<file path="config.mk">
export PLATFORM = sky130hd
export DESIGN_NAME = scg_ctrl
export DESIGN_NICKNAME = d
export VERILOG_FILES = /design/src/rtl/core/scg_pkg.sv /design/src/rtl/core/scg_ctrl.sv
export VERILOG_INCLUDE_DIRS = /design/src /design/src/rtl/core
export SDC_FILE = /design/constraint.sdc
export NUM_CORES = 1
export LEC_CHECK = 0
export CAP_MARGIN = 20
export CORE_UTILIZATION = 60
export CTS_CLUSTER_DIAMETER = 40
export CTS_CLUSTER_SIZE = 8
export DETAILED_ROUTE_END_ITERATION = 7
export DONT_BUFFER_PORTS = 1
export PLACE_DENSITY = 0.76
export SLEW_MARGIN = 10
export SYNTH_ARGS = -nofsm -noshare
export SYNTH_HDL_FRONTEND = slang
export SYNTH_SLANG_ARGS = --single-unit
</file>
<file path="constraint.sdc">
create_clock -name clk -period 3 [get_ports clk]
set_clock_uncertainty 0.2 [all_clocks]
set_input_delay 0 -clock clk [delete_from_list [all_inputs] [get_ports clk]]
set_output_delay 0 -clock clk [all_outputs]
set_load 0.01 [all_outputs]
</file>
<file path="src/rtl/core/sustain_compressor_gate_macros.svh">
// Assertion macros shared by the sustain compressor/gate RTL.
// Included by modules that carry concurrent checks; no other dependencies.
`ifndef SUSTAIN_COMPRESSOR_GATE_MACROS_SVH
`define SUSTAIN_COMPRESSOR_GATE_MACROS_SVH

// Same-cycle implication, disabled during reset.
`define SCG_ASSERT_IMPL(name, clk_s, rst_s, ante, cons, msg) \
  name: assert property (@(posedge clk_s) disable iff (rst_s) (ante) |-> (cons)) \
    else $error(msg);

// Next-cycle implication, disabled during reset.
`define SCG_ASSERT_NEXT(name, clk_s, rst_s, ante, cons, msg) \
  name: assert property (@(posedge clk_s) disable iff (rst_s) (ante) |=> (cons)) \
    else $error(msg);

`endif

</file>
<file path="src/rtl/core/scg_pkg.sv">
// Package for the sustain compressor/gate: constants, register indexes,
// controller/datapath command and status types. No dependencies.
package scg_pkg;

  localparam int SCG_SAMPLE_BITS = 24;

  localparam int WEIGHT_W  = 9;
  localparam int CFG_IDX_W = 2;

  localparam logic [WEIGHT_W-1:0] WEIGHT_MAX     = 9'd256;
  localparam logic [WEIGHT_W-1:0] NOISE_RESET    = 9'd40;
  localparam logic [WEIGHT_W-1:0] SUSTAIN_RESET  = 9'd256;
  localparam logic [WEIGHT_W-1:0] GATE_RESET     = 9'd256;
  localparam logic [WEIGHT_W-1:0] GATE_OFF_MAX   = 9'd1;

  localparam logic [14:0] GAIN_NUM = 15'd30000;
  localparam logic [6:0]  MIX_DEN  = 7'd100;

  // Gain is Q8.16, gate is Q1.16 so that 1.0 is representable.
  localparam int Q_BITS    = 24;
  localparam int FRAC_BITS = 16;
  localparam int LOW_BITS  = Q_BITS - FRAC_BITS;
  localparam int GATE_W    = FRAC_BITS + 1;
  localparam int TLO_W     = 32;

  localparam logic [Q_BITS-1:0] GAIN_MAX = {Q_BITS{1'b1}};
  localparam logic [GATE_W-1:0] ONE_Q16  = GATE_W'(1) << FRAC_BITS;

  typedef enum logic [CFG_IDX_W-1:0] {
    REG_NOISE_WEIGHT   = 2'd0,
    REG_SUSTAIN_WEIGHT = 2'd1,
    REG_GATE_WEIGHT    = 2'd2
  } scg_reg_e;

  typedef struct packed {
    logic capture;
    logic env_a;
    logic env_b;
    logic gain_a;
    logic gain_b;
    logic gain_chk;
    logic gain_take;
    logic gate_chk;
    logic gate_take;
    logic div_start;
    logic div_gate;
    logic mul_a;
    logic mul_b;
    logic mul_c;
    logic out_load;
  } scg_cmd_t;

  typedef struct packed {
    logic gain_direct;
    logic gate_direct;
    logic div_done;
    logic out_free;
  } scg_stat_t;

  function automatic logic [WEIGHT_W-1:0] sat_weight(input logic [WEIGHT_W-1:0] w);
    sat_weight = (w > WEIGHT_MAX) ? WEIGHT_MAX : w;
  endfunction

endpackage

</file>
<file path="src/rtl/core/scg_ctrl.sv">
// Sequencing state machine for the sustain compressor/gate datapath.
// Depends on scg_pkg and the assertion macro header.
`include "sustain_compressor_gate_macros.svh"

module scg_ctrl import scg_pkg::*; (
  input  logic      clk,
  input  logic      rst,
  input  logic      in_valid,
  output logic      in_ready,
  input  scg_stat_t stat,
  output scg_cmd_t  cmd
);

  typedef enum logic [12:0] {
    S_IDLE     = 13'h0001,
    S_ENV_A    = 13'h0002,
    S_ENV_B    = 13'h0004,
    S_GAIN_A   = 13'h0008,
    S_GAIN_B   = 13'h0010,
    S_GAIN_CHK = 13'h0020,
    S_GAIN_DIV = 13'h0040,
    S_GATE_CHK = 13'h0080,
    S_GATE_DIV = 13'h0100,
    S_MUL_A    = 13'h0200,
    S_MUL_B    = 13'h0400,
    S_MUL_C    = 13'h0800,
    S_DONE     = 13'h1000
  } state_t;

  state_t state;
  state_t state_next;

  always_ff @(posedge clk) begin
    if (rst) begin
      state <= S_IDLE;
    end else begin
      state <= state_next;
    end
  end

  // no transfer is taken while reset is held
  assign in_ready = (state == S_IDLE) && !rst;

  always_comb begin
    state_next = state;
    cmd        = '0;
    case (state)
      S_IDLE: begin
        if (in_valid) begin
          cmd.capture = 1'b1;
          state_next  = S_ENV_A;
        end
      end
      S_ENV_A: begin
        cmd.env_a  = 1'b1;
        state_next = S_ENV_B;
      end
      S_ENV_B: begin
        cmd.env_b  = 1'b1;
        state_next = S_GAIN_A;
      end
      S_GAIN_A: begin
        cmd.gain_a = 1'b1;
        state_next = S_GAIN_B;
      end
      S_GAIN_B: begin
        cmd.gain_b = 1'b1;
        state_next = S_GAIN_CHK;
      end
      S_GAIN_CHK: begin
        cmd.gain_chk = 1'b1;
        if (stat.gain_direct) begin
          state_next = S_GATE_CHK;
        end else begin
          cmd.div_start = 1'b1;
          state_next    = S_GAIN_DIV;
        end
      end
      S_GAIN_DIV: begin
        if (stat.div_done) begin
          cmd.gain_take = 1'b1;
          state_next    = S_GATE_CHK;
        end
      end
      S_GATE_CHK: begin
        cmd.gate_chk = 1'b1;
        if (stat.gate_direct) begin
          state_next = S_MUL_A;
        end else begin
          cmd.div_start = 1'b1;
          cmd.div_gate  = 1'b1;
          state_next    = S_GATE_DIV;
        end
      end
      S_GATE_DIV: begin
        if (stat.div_done) begin
          cmd.gate_take = 1'b1;
          state_next    = S_MUL_A;
        end
      end
      S_MUL_A: begin
        cmd.mul_a  = 1'b1;
        state_next = S_MUL_B;
      end
      S_MUL_B: begin
        cmd.mul_b  = 1'b1;
        state_next = S_MUL_C;
      end
      S_MUL_C: begin
        cmd.mul_c  = 1'b1;
        state_next = S_DONE;
      end
      S_DONE: begin
        if (stat.out_free) begin
          cmd.out_load = 1'b1;
          state_next   = S_IDLE;
        end
      end
      default: begin
        state_next = S_IDLE;
      end
    endcase
  end

  `SCG_ASSERT_NEXT(a_ctrl_gain_wait, clk, rst, state == S_GAIN_DIV && !stat.div_done,
    state == S_GAIN_DIV, "left gain division before quotient ready")
  `SCG_ASSERT_NEXT(a_ctrl_out_hold, clk, rst, state == S_DONE && !stat.out_free,
    state == S_DONE, "result loaded over an untaken result")
  `SCG_ASSERT_IMPL(a_ctrl_load_free, clk, rst, cmd.out_load, stat.out_free,
    "output register loaded while occupied")

endmodule

</file>
==> results of run 1 <==
[layout make-up]
cell class | count | share of cell area (%)
flip-flops and latches | 13 | 26.5
well taps | 15 | 1.91
multi-input cells | 82 | 57.8
clock buffers | 4 | 2.68
repair buffers | 10 | 9.94
inverters | 3 | 1.15
[placed cells by master (no fill, tap or decap), types with 3 or more instances in the layout]
cell type                        n
sky130_fd_sc_hd__nor2_1         13
sky130_fd_sc_hd__clkbuf_4        3
sky130_fd_sc_hd__nand2b_1        5
sky130_fd_sc_hd__nor4b_1         3
sky130_fd_sc_hd__nor4_1          4
sky130_fd_sc_hd__nor3_1          5
sky130_fd_sc_hd__nor2b_1         4
sky130_fd_sc_hd__dlygate4sd3_1   9
sky130_fd_sc_hd__dfxtp_1        13
sky130_fd_sc_hd__xor2_1          3
sky130_fd_sc_hd__and3_1          4
sky130_fd_sc_hd__nand2_1         6
sky130_fd_sc_hd__a21oi_1         3
sky130_fd_sc_hd__and4b_1         4
sky130_fd_sc_hd__inv_1           3
sky130_fd_sc_hd__o21ai_0         5
[path summary, 6_finish.rpt]
kind | to | cells past startpoint | slack (ns)
setup / recovery | state[9] | 6 | 0.21
hold / removal | cmd[4] | 2 | 0.005
setup reg to reg | state[9] | 6 | 0.21
hold reg to reg | state[3] | 1 | 0.37
[timing repair]
item / CTS / global route
setup buffers: 0 / 0
hold buffers: 9 / 0
endpoints found under the hold margin: 18 / 0
[metrics by stage]
stage	setup slack [ns]	total power, mW	cell area (sq um)
2_1_floorplan	0.934	0.445	883
3_3_place_gp	0.709	0.477	866
3_5_place_dp	0.638	0.486	866
4_1_cts	0.226	0.607	982
5_1_grt	0.0816	0.648	982
6_report	0.210	0.606	982
[per-layer routing]
metal / GRT usage [%] / part of all wire, % / vias to the layer above
met2: 40.9 / 48 / 28
met5: 0 / 0 / -
li1: - / - / 400
met3: 7.22 / 4.8 / 2
met4: 7.50 / 0.53 / 0
met1: 31.9 / 47 / 377
[power breakdown]
part / switching (mW) / total (mW) / internal, mW / leakage [nW]
clock network: 0.0578 / 0.109 / 0.0515 / 0.0150
registers: 0.0250 / 0.216 / 0.191 / 0.105
logic: 0.154 / 0.280 / 0.126 / 0.280
total: 0.237 / 0.606 / 0.369 / 0.401
[synthesized netlist by cell type]
cell type / n
sky130_fd_sc_hd__dfxtp_1: 13
sky130_fd_sc_hd__nor2_1: 13
sky130_fd_sc_hd__nand2_1: 6
sky130_fd_sc_hd__nand2b_1: 5
sky130_fd_sc_hd__nor3_1: 5
sky130_fd_sc_hd__o21ai_0: 5
sky130_fd_sc_hd__and3_1: 4
sky130_fd_sc_hd__and4b_1: 4
sky130_fd_sc_hd__nor2b_1: 4
sky130_fd_sc_hd__nor4_1: 4
sky130_fd_sc_hd__a21oi_1: 3
sky130_fd_sc_hd__clkbuf_1: 3
sky130_fd_sc_hd__inv_1: 3
sky130_fd_sc_hd__nor4b_1: 3
sky130_fd_sc_hd__xor2_1: 3
sky130_fd_sc_hd__buf_2: 2
sky130_fd_sc_hd__buf_6: 2
sky130_fd_sc_hd__nor3_4: 2
sky130_fd_sc_hd__nor3b_1: 2
sky130_fd_sc_hd__nor3b_2: 2
sky130_fd_sc_hd__or4_4: 2
sky130_fd_sc_hd__a221o_1: 1
sky130_fd_sc_hd__a311oi_1: 1
sky130_fd_sc_hd__a31oi_1: 1
sky130_fd_sc_hd__and2_1: 1
sky130_fd_sc_hd__and4_1: 1
sky130_fd_sc_hd__mux2_2: 1
sky130_fd_sc_hd__nand4_1: 1
sky130_fd_sc_hd__nor3_2: 1
sky130_fd_sc_hd__nor4_4: 1
sky130_fd_sc_hd__o211a_1: 1
sky130_fd_sc_hd__o21a_1: 1
sky130_fd_sc_hd__o31a_1: 1
sky130_fd_sc_hd__or3_1: 1
sky130_fd_sc_hd__or4_1: 1
sky130_fd_sc_hd__xnor2_1: 1
[worst register-to-register path: stages, from the launching register on]
cell and delay [ns]:
sky130_fd_sc_hd__dfxtp_1 0.38, sky130_fd_sc_hd__or4_1 0.70, sky130_fd_sc_hd__nor3_4 0.31, sky130_fd_sc_hd__nor3b_2 0.23, sky130_fd_sc_hd__nor4_1 0.11, sky130_fd_sc_hd__a311oi_1 0.25
sky130_fd_sc_hd__dlygate4sd3_1 0.57
[kinds of logic after synthesis]
kind of cell	count (synthesis)	synth area share (%)
flip-flops	13	29.5
AO/OA/AOI/OAI	14	10.3
buffers and inverters	10	6.23
AND/OR/NAND/NOR	63	48.7
multiplexers	1	1.27
XOR/XNOR	4	3.97
==> summary.txt, run 1 <==
Route
  – Drt pass-1 iters: 4
  – Vias after detailed routing: 807
  – Post-detailed-route wirelength per cell: 14.7 microns
  – Routed Wire Length: 1870 microns
  – Routed vias/inst: 6.35
  – Number of DRC markers after the initial detailed-route iteration: 18
  – Drt drc: 0
  – Count of antenna-violating nets left after detailed routing: 0

CTS
  – Root cell of the clock tree: sky130_fd_sc_hd__clkbuf_4
  – Count of clock tree sinks: 13
  – Clk_lat worst skew: 0.28 ns
  – Count of H-tree levels built during CTS: 1
  – Count of cells resized by post-cts repair: 0
  – CTS tree: done
  – Number of buffers between clock root and the deepest sink: 2
  – Number of clock buffers inserted by TritonCTS: 3
  – Clock-pin slew on the worst setup and hold paths: 0.08 ns

Die
  – Initial Util: 66.2%
  – FP Rows: 13
  – Area of the core: 1330 sq um
  – IO Pins: 23
  – Overall die height: 40.4 microns
  – Die outline width: 40.4 microns
  – Floorplan die area: 1630 sq um

Power
  – IR drop worst, VDD: 0.320 mV
  – Pwr dens: 617 nW/um^2
  – Leakage power figure: 0.401 nW

GRT
  – Tot GR Track Use: 25.2%
  – Maximum number of pins on one net before global-route repair: 11
  – Initial antenna violation count: 0
  – Via count of the first global-routing pass: 653
  – Global-route wire length before repair: 2690 microns
  – Global route total overflow: 0

Worst setup path
  – Worst reg2reg path startpoint: state[2]
  – Buffer and inverter count on the worst path: 1
  – Cell-by-cell listing of the critical path: or4_1 -> nor3_4 -> nor3b_2 -> nor4_1 -> a311oi_1 -> dlygate4sd3_1
  – Family with the most delay on the worst path: simple AND/OR/NAND/NOR gates
  – Req. time, crit path: 3.03 ns
  – Kind of launch point of the worst setup path: flop
  – Critical-path cell with the highest stage delay: sky130_fd_sc_hd__or4_1
  – Critical path's largest stage delay: 0.70 ns
  – Worst setup startpoint: state[2]
  – Crit Path Class: flop to flop
  – Crit path arrival time: 2.82 ns
  – Element type at the critical path end: flop
  – Worst-path fanout max: 8

Timing
  – Setup repair after global routing missed its margin: no
  – Period utilization: 93.0%
  – Total count of max-transition violations in the final report: 0
  – Worst Tran Pin Value: 0.603 ns
  – Setup-violating endpoint count in the final report: 0
  – Final critical delay including setup and external delays: 2.79 ns
  – Headroom to the max-slew limit: 59.5%
  – Highest clock rate: 0.358 GHz
  – Aggregate negative setup slack: 0 ns
  – Endpoints failing hold: 0
  – Final Hold Slack: 0.00521 ns

Cells and area
  – Total area of sequential cells: 260 sq um
  – Diodes inserted: 0
  – Footprint of the multi-input gates: 568 sq um
  – Largest regs: state: 13 flops
  – Area added between synthesis and finish: 11.2%
  – Flip-flop count of the largest register after layout: 13
  – Count of nets after finishing: 120
  – Non-filler instance count after layout: 127
  – Layout cells sized above 1: 11.6%
  – Biggest register: state
  – Number of inserted filler cells in the final layout: 99
  – Post-route core utilization: 73.6%

Hold path
  – Worst hold path class: primary input to primary output
  – Startpoint of the lowest-slack hold path: stat[2]

Synthesis
  – Syn Area/Cell: 8.41 sq um
  – Share of the synthesized area in the top cell type: 29.5%
  – Synthesized netlist cell count: 105
  – Synthesized net count: 112
  – Library cell occupying the most area in the post-synthesis netlist: sky130_fd_sc_hd__dfxtp_1
  – Top area cells in the synthesized netlist: sky130_fd_sc_hd__dfxtp_1 (29%), sky130_fd_sc_hd__nor2_1 (5.5%), sky130_fd_sc_hd__and4b_1 (4.5%)
  – Number of distinct library cells after synthesis: 36
  – Synthesized cell area: 883 sq um
  – Synthesis warning total: 0
  – Sequential area share after synthesis: 29.5%
  – Synthesized flop and latch total: 13

Place
  – Gp weighted congestion: 0.821
  – Count of buffers inserted at the top-level ports: 0
  – Cell total after placement: 114
  – HPWL after DPL: 1310 microns

Status
  – Outcome: finished, final reports clean

Flow run
  – MaxCap Viol Count: 0
No activity file was read; power rests on OpenSTA's default activity.
==> run 2, diff against run 1 <==
==> constraint.sdc (replaced) <==
create_clock -name clk -period 3 [get_ports clk]
set_clock_uncertainty 0.2 [all_clocks]
set_input_delay 0.6 -clock clk [delete_from_list [all_inputs] [get_ports clk]]
set_output_delay 0.6 -clock clk [all_outputs]
set_load 0.01 [all_outputs]
==> run 2 against run 1 <==
- first-iteration DRC count is 33% higher
- sequential power hardly changed
- critical path type is now flop to primary output
- non-clock buffer count is 9 lower
==> summary.txt, run 2 (same netlist as run 1, synthesis figures left out) <==
Power
  – IR drop worst, VDD: 0.330 mV (+3.0%)
  – Leakage power figure: 0.355 nW (-11%)
  – Overall power: 588 uW (-3.0%)
  – Pwr dens: 659 nW/um^2 (+6.8%)

Worst setup path
  – Length in cells of the worst reg-to-reg path: 6 (unchanged)
  – Crit Path Class: flop to primary output
  – Element type at the critical path end: primary output
  – Kind of launch point of the worst setup path: flop
  – Crit path arrival time: 2.05 ns (-0.77 ns)
  – Worst-path fanout max: 9 (+1)
  – Req. time, crit path: 2.20 ns (-0.83 ns)
  – FF-to-FF setup slack: 0.61 ns (+0.40 ns)

GRT
  – Via count of the first global-routing pass: 652 (-0.15%)
  – Global-route wire length before repair: 2640 microns (-2.1%)
  – Maximum number of pins on one net before global-route repair: 11 (unchanged)
  – Initial antenna violation count: 0 (unchanged)
  – Global route total overflow: 0 (unchanged)
  – Tot GR Track Use: 24.2% (-1.0 points)

Timing
  – Setup repair after global routing missed its margin: no
  – Setup slack of the critical path after layout: 0.148 ns (-0.0628 ns)
  – Headroom to the max-slew limit: 56.8% (-2.7 points)
  – Aggregate negative setup slack: 0 ns (unchanged)
  – Endpoints failing hold: 0 (unchanged)
  – Final critical delay including setup and external delays: 2.85 ns (+0.0628 ns)
  – Setup-violating endpoint count in the final report: 0 (unchanged)
  – Worst Tran Pin Value: 0.643 ns (+0.0402 ns)
  – Highest clock rate: 0.351 GHz (-2.2%)
  – Period utilization: 95.1% (+2.1 points)
  – Total count of max-transition violations in the final report: 0 (unchanged)

Die
  – IO Pins: 23 (unchanged)
  – Overall die height: 40.4 microns (unchanged)
  – FP Rows: 13 (unchanged)
  – Floorplan die area: 1630 sq um (unchanged)
  – Area of the core: 1330 sq um (unchanged)
  – Die outline width: 40.4 microns (unchanged)
  – Initial Util: 66.2% (unchanged)

Route
  – Routed vias/inst: 6.35 (-0.11%)
  – Drt pass-1 iters: 4 (unchanged)
  – Routed metal-1 wirelength: 831 microns (-5.0%)
  – Drt drc: 0 (unchanged)
  – Detailed route wirelength on metal2: 818 microns (-8.5%)
  – Number of DRC markers after the initial detailed-route iteration: 24 (+6)
  – Count of antenna-violating nets left after detailed routing: 0 (unchanged)
  – Vias after detailed routing: 749 (-7.2%)
  – Top Layer Used: met4
  – Routed Wire Length: 1770 microns (-5.6%)
  – Detail Route met3 WL: 109 microns (+21%)
  – Post-detailed-route wirelength per cell: 15.0 microns (+1.6%)

Hold path
  – Worst hold path class: primary input to flop
  – Cell depth of the worst hold path: 1 (-1)

Cells and area
  – Area added between synthesis and finish: 0.992%
  – Commonest cells after routing, fill and taps aside: sky130_fd_sc_hd__nor2_1 (13), sky130_fd_sc_hd__dfxtp_1 (13), sky130_fd_sc_hd__nand2_1 (6)
  – Largest regs: state: 13 flops
  – Layout cells sized above 1: 12.6% (+1.0 points)
  – Flip-flop count of the largest register after layout: 13 (unchanged)
  – Count of nets after finishing: 111 (-7.5%)
  – Diodes inserted: 0 (unchanged)
  – Number of inserted filler cells in the final layout: 113 (+14%)
  – Biggest register: state

CTS
  – Root cell of the clock tree: sky130_fd_sc_hd__clkbuf_4
  – Clock-pin slew on the worst setup and hold paths: 0.08 ns (about the same)
  – Post-CTS Hold Fix Bufs: 0 (-9)
  – Count of clock tree sinks: 13 (unchanged)
  – Clk_lat worst skew: 0.27 ns (about the same)
  – Post-CTS setup buffer count: 0 (unchanged)
  – CTS tree: done
  – Number of buffers between clock root and the deepest sink: 2 (unchanged)
  – Number of clock buffers inserted by TritonCTS: 3 (unchanged)
  – Count of H-tree levels built during CTS: 1 (unchanged)
  – Count of cells resized by post-cts repair: 0 (unchanged)

Status
  – Outcome: finished, final reports clean

Place
  – Count of buffers inserted at the top-level ports: 0 (unchanged)
  – Worst slack at placement: 0.450 ns (-0.187 ns)
  – HPWL after DPL: 1330 microns (+1.5%)
  – Gp weighted congestion: 0.849 (+3.5%)

Flow run
  – MaxCap Viol Count: 0 (unchanged)
==> run 2: cell count changes in the layout (fill, tap and decap cells not counted), sizes merged <==
| cell | delta |
|---|---|
| dlygate4sd3 | -9 |
==> run 2: report_power, final <==
part / switching (mW) / internal [mW]
sequential: 0.0248 / 0.191
clock: 0.0554 / 0.0514
combinational: 0.152 / 0.113
total: 0.232 / 0.356
==> run 2: path summary, 6_finish.rpt <==
kind                 start       end
setup / recovery  state[8]   cmd[12]
hold / removal         rst  state[6]
setup reg to reg  state[2]  state[0]
hold reg to reg   state[3]  state[3]
==> run 2: stage by stage <==
stage / hold WS, ns / cell area (sq um) / utilization (%) / std cells
2_1_floorplan: 0.310 / 883 / - / 105
3_3_place_gp: 0.338 / 866 / 64.9 / 114
3_5_place_dp: 0.373 / 866 / 64.9 / 114
4_1_cts: 0.180 / 892 / 66.9 / 118
5_1_grt: 0.167 / 892 / 66.9 / 118
6_report: 0.185 / 892 / 66.9 / 118
==> run 2: layout make-up <==
class                   instances  area, sq um  area share [%]
inverters                       3         11.3            1.26
repair buffers                  1         7.51           0.842
flip-flops and latches         13          260            29.2
clock buffers                   4         26.3            2.95
multi-input cells              82          568            63.7
well taps                      15         18.8            2.10
==> run 2: worst max-delay path, stage by stage, from the launching register on <==
cell and delay, ns:
sky130_fd_sc_hd__dfxtp_1 0.39, sky130_fd_sc_hd__or4_4 0.63, sky130_fd_sc_hd__nor3_4 0.27, sky130_fd_sc_hd__nand2_1 0.14
sky130_fd_sc_hd__nor3b_1 0.36
==> run 2: per-layer routing <==
metal | vias to the layer above | GRT usage, %
li1 | 381 | -
met2 | 25 | 38.9
met5 | - | 0
met3 | 2 | 6.67
met4 | 0 | 9.17
met1 | 341 | 30.3
==> run 3, diff against run 2 <==
--- a/config.mk
+++ b/config.mk
@@ -7,4 +7,5 @@
 export NUM_CORES = 1
 export LEC_CHECK = 0
+export ABC_AREA = 1
 export CAP_MARGIN = 20
 export CORE_UTILIZATION = 60
==> constraint.sdc (replaced) <==
create_clock -name clk -period 3 [get_ports clk]
set_clock_uncertainty 0.2 [all_clocks]
set_input_delay 0 -clock clk [delete_from_list [all_inputs] [get_ports clk]]
set_output_delay 0 -clock clk [all_outputs]
set_load 0.01 [all_outputs]
==> run 3 against run 2 <==
- the flow now finishes with violations (DRC)
- worst setup slack better by 0.56 ns
- cell count up 54%
- sequential cell count unchanged
- hold slack worse by 0.17 ns
- cell area up 28%
- area after synthesis up 18%
- critical endpoint is now state[6]
- largest cell class unchanged
==> summary.txt, run 3 <==
Timing
  – Total count of max-transition violations in the final report: 0 (unchanged)
  – Worst Tran Pin Value: 0.362 ns (-0.280 ns)
  – Setup-violating endpoint count in the final report: 0 (unchanged)
  – Aggregate negative setup slack: 0 ns (unchanged)
  – Final Hold Slack: 0.0189 ns (-0.166 ns)
  – Setup repair after global routing missed its margin: no
  – Highest clock rate: 0.435 GHz (+24%)
  – Period utilization: 76.6% (-19 points)
  – Headroom to the max-slew limit: 75.8% (+19 points)
  – Endpoints failing hold: 0 (unchanged)
  – Final critical delay including setup and external delays: 2.30 ns (-0.555 ns)

Die
  – IO Pins: 23 (unchanged)
  – Overall die height: 43.7 microns (+8.3%)
  – Floorplan die area: 1910 sq um (+17%)
  – FP Rows: 14 (+1)
  – Area of the core: 1560 sq um (+17%)
  – Die outline width: 43.7 microns (+8.3%)
  – Initial Util: 66.9% (+0.71 points)

Worst setup path
  – Crit Path Class: flop to flop
  – Req. time, crit path: 3.02 ns (+0.82 ns)
  – Length in cells of the worst reg-to-reg path: 12 (+6)
  – Kind of launch point of the worst setup path: flop
  – Crit path arrival time: 2.32 ns (+0.27 ns)
  – Element type at the critical path end: flop
  – Worst-path fanout max: 13 (+4)
  – FF-to-FF setup slack: 0.70 ns (+0.09 ns)

Route
  – Count of antenna-violating nets left after detailed routing: 0 (unchanged)
  – Number of DRC markers after the initial detailed-route iteration: 34 (+42%)
  – Vias after detailed routing: 977 (+30%)
  – Post-detailed-route wirelength per cell: 11.8 microns (-21%)
  – Routed vias/inst: 5.37 (-15%)
  – Drt pass-1 iters: 6 (+2)
  – Drt drc: 2 (+2)
  – Routed Wire Length: 2150 microns (+22%)

CTS
  – CTS tree: done
  – Clock-pin slew on the worst setup and hold paths: 0.08 ns (about the same)
  – Count of H-tree levels built during CTS: 1 (unchanged)
  – Root cell of the clock tree: sky130_fd_sc_hd__clkbuf_4
  – Clk_lat worst skew: 0.27 ns (about the same)
  – Count of clock tree sinks: 13 (unchanged)
  – Post-CTS setup buffer count: 0 (unchanged)
  – Number of buffers between clock root and the deepest sink: 2 (unchanged)
  – Number of clock buffers inserted by TritonCTS: 3 (unchanged)

GRT
  – Initial antenna violation count: 0 (unchanged)
  – Global route total overflow: 0 (unchanged)
  – Via count of the first global-routing pass: 883 (+35%)
  – Global-route wire length before repair: 3580 microns (+36%)
  – Tot GR Track Use: 24.8% (+0.65 points)
  – Maximum number of pins on one net before global-route repair: 14 (+3)

Synthesis
  – Synthesized netlist cell count: 157 (+50%)
  – Synthesized net count: 164 (+46%)
  – Sequential area share after synthesis: 24.9% (-4.5 points)
  – Top cell types by occurrence after synthesis: sky130_fd_sc_hd__inv_1 (29), sky130_fd_sc_hd__nand2_1 (27), sky130_fd_sc_hd__nor2_1 (23)
  – Syn Area/Cell: 6.65 sq um (-21%)
  – Share of the synthesized area in the top cell type: 24.9% (-4.5 points)
  – Number of flops mapped to enable cells by yosys: 0 (unchanged)
  – Top area cells in the synthesized netlist: sky130_fd_sc_hd__dfxtp_1 (25%), sky130_fd_sc_hd__inv_1 (10%), sky130_fd_sc_hd__nand2_1 (9.7%)
  – Number of distinct library cells after synthesis: 19 (-47%)
  – Top-count cell post-synth: sky130_fd_sc_hd__inv_1
  – Library cell occupying the most area in the post-synthesis netlist: sky130_fd_sc_hd__dfxtp_1
  – Synthesis warning total: 0 (unchanged)
  – Dominant register cell in the synthesized netlist: sky130_fd_sc_hd__dfxtp_1
  – Synthesized cell area: 1040 sq um (+18%)
  – Fraction of synthesis flops using an asynchronous set or reset pin: 0% (unchanged)
  – Synthesized flop and latch total: 13 (unchanged)

Hold path
  – Cell depth of the worst hold path: 2 (+1)
  – Worst hold path class: primary input to primary output

Cells and area
  – Diodes inserted: 0 (unchanged)
  – Flip-flop count of the largest register after layout: 13 (unchanged)
  – Biggest register: state
  – Most common cell after layout, fill and taps aside: sky130_fd_sc_hd__inv_1
  – Count of nets after finishing: 174 (+57%)
  – Commonest cells after routing, fill and taps aside: sky130_fd_sc_hd__inv_1 (29), sky130_fd_sc_hd__nand2_1 (27), sky130_fd_sc_hd__nor2_1 (23), sky130_fd_sc_hd__nand3_1 (13), sky130_fd_sc_hd__dfxtp_1 (13)
  – Area added between synthesis and finish: 9.11%
  – Layout cells sized above 1: 26.5% (+14 points)
  – Largest regs: state: 13 flops

Status
  – Violations in the final reports: DRC
  – Outcome: finished, violations left

Power
  – Leakage power figure: 0.650 nW (+83%)
  – IR drop worst, VDD: 0.461 mV (+40%)
  – Pwr dens: 767 nW/um^2 (+16%)

Place
  – HPWL after DPL: 1700 microns (+27%)
  – Gp weighted congestion: 0.808 (-4.9%)
  – Count of buffers inserted at the top-level ports: 0 (unchanged)

Flow run
  – MaxCap Viol Count: 0 (unchanged)
==> run 3: kinds of logic after synthesis <==
family                 share of synthesized area [%]
flip-flops                                      24.9
buffers and inverters                           12.6
AO/OA/AOI/OAI                                   3.48
AND/OR/NAND/NOR                                 59.0
==> run 3: routing by layer <==
layer	vias up	share of wire (%)	GRT usage, %	wire length (microns)
li1	496	-	-	-
met1	441	45	31.4	959
met2	36	48	42.1	1030
met3	4	5.8	4.17	125
met4	0	1.6	9.38	34
met5	-	0	0	0
==> run 3: area by class of cell <==
| type | count | area [sq um] |
|---|---|---|
| multi-input combinational | 111 | 652 |
| clock buffer | 4 | 26.3 |
| sequential | 13 | 260 |
| inverter | 32 | 120 |
| timing repair buffer | 6 | 60.1 |
| fill | 142 | 420 |
| tap | 16 | 20.0 |
==> run 3: critical path: stages, from the launching register on <==
cell                            delay, ns
sky130_fd_sc_hd__dfxtp_1             0.32
sky130_fd_sc_hd__nor2_2              0.14
sky130_fd_sc_hd__nand2_2             0.09
sky130_fd_sc_hd__nor2_4              0.30
sky130_fd_sc_hd__nand2_2             0.15
sky130_fd_sc_hd__nand2_2             0.10
sky130_fd_sc_hd__inv_2               0.03
sky130_fd_sc_hd__nand2_1             0.06
sky130_fd_sc_hd__nor2_2              0.05
sky130_fd_sc_hd__nand3_4             0.07
sky130_fd_sc_hd__nand2_4             0.10
sky130_fd_sc_hd__nor2_2              0.09
sky130_fd_sc_hd__dlygate4sd3_1       0.54
==> run 3: path summary, 6_finish.rpt <==
| check | from | to |
|---|---|---|
| worst min-delay path | stat[1] | cmd[8] |
| worst min register to register | state[9] | state[10] |
| worst max register to register | state[10] | state[6] |
| worst max-delay path | state[10] | state[6] |
==> run 3: timing repair <==
item | in CTS | in global routing
hold buffers | 6 | 0
resized for setup | 0 | 0
setup endpoints to repair | 0 | 0
hold endpoints to repair | 18 | 0
==> run 3: report_power, final <==
group | switching (mW) | internal (mW) | leakage [nW]
clock | 0.0594 | 0.0515 | 0.0150
combinational | 0.364 | 0.170 | 0.530
sequential | 0.0290 | 0.199 | 0.105
==> run 3: through the flow <==
stage	utilization, %	instance area, sq um	setup slack [ns]	power [mW]	instances
final	73.0	1140	0.703	0.873	182
after global placement	67.5	1050	1.31	0.739	172
after global routing	73.0	1140	0.553	0.929	182
after CTS	73.0	1140	0.717	0.871	182
after floorplan	-	1040	1.47	0.688	157
after detailed placement	67.5	1050	1.26	0.751	172
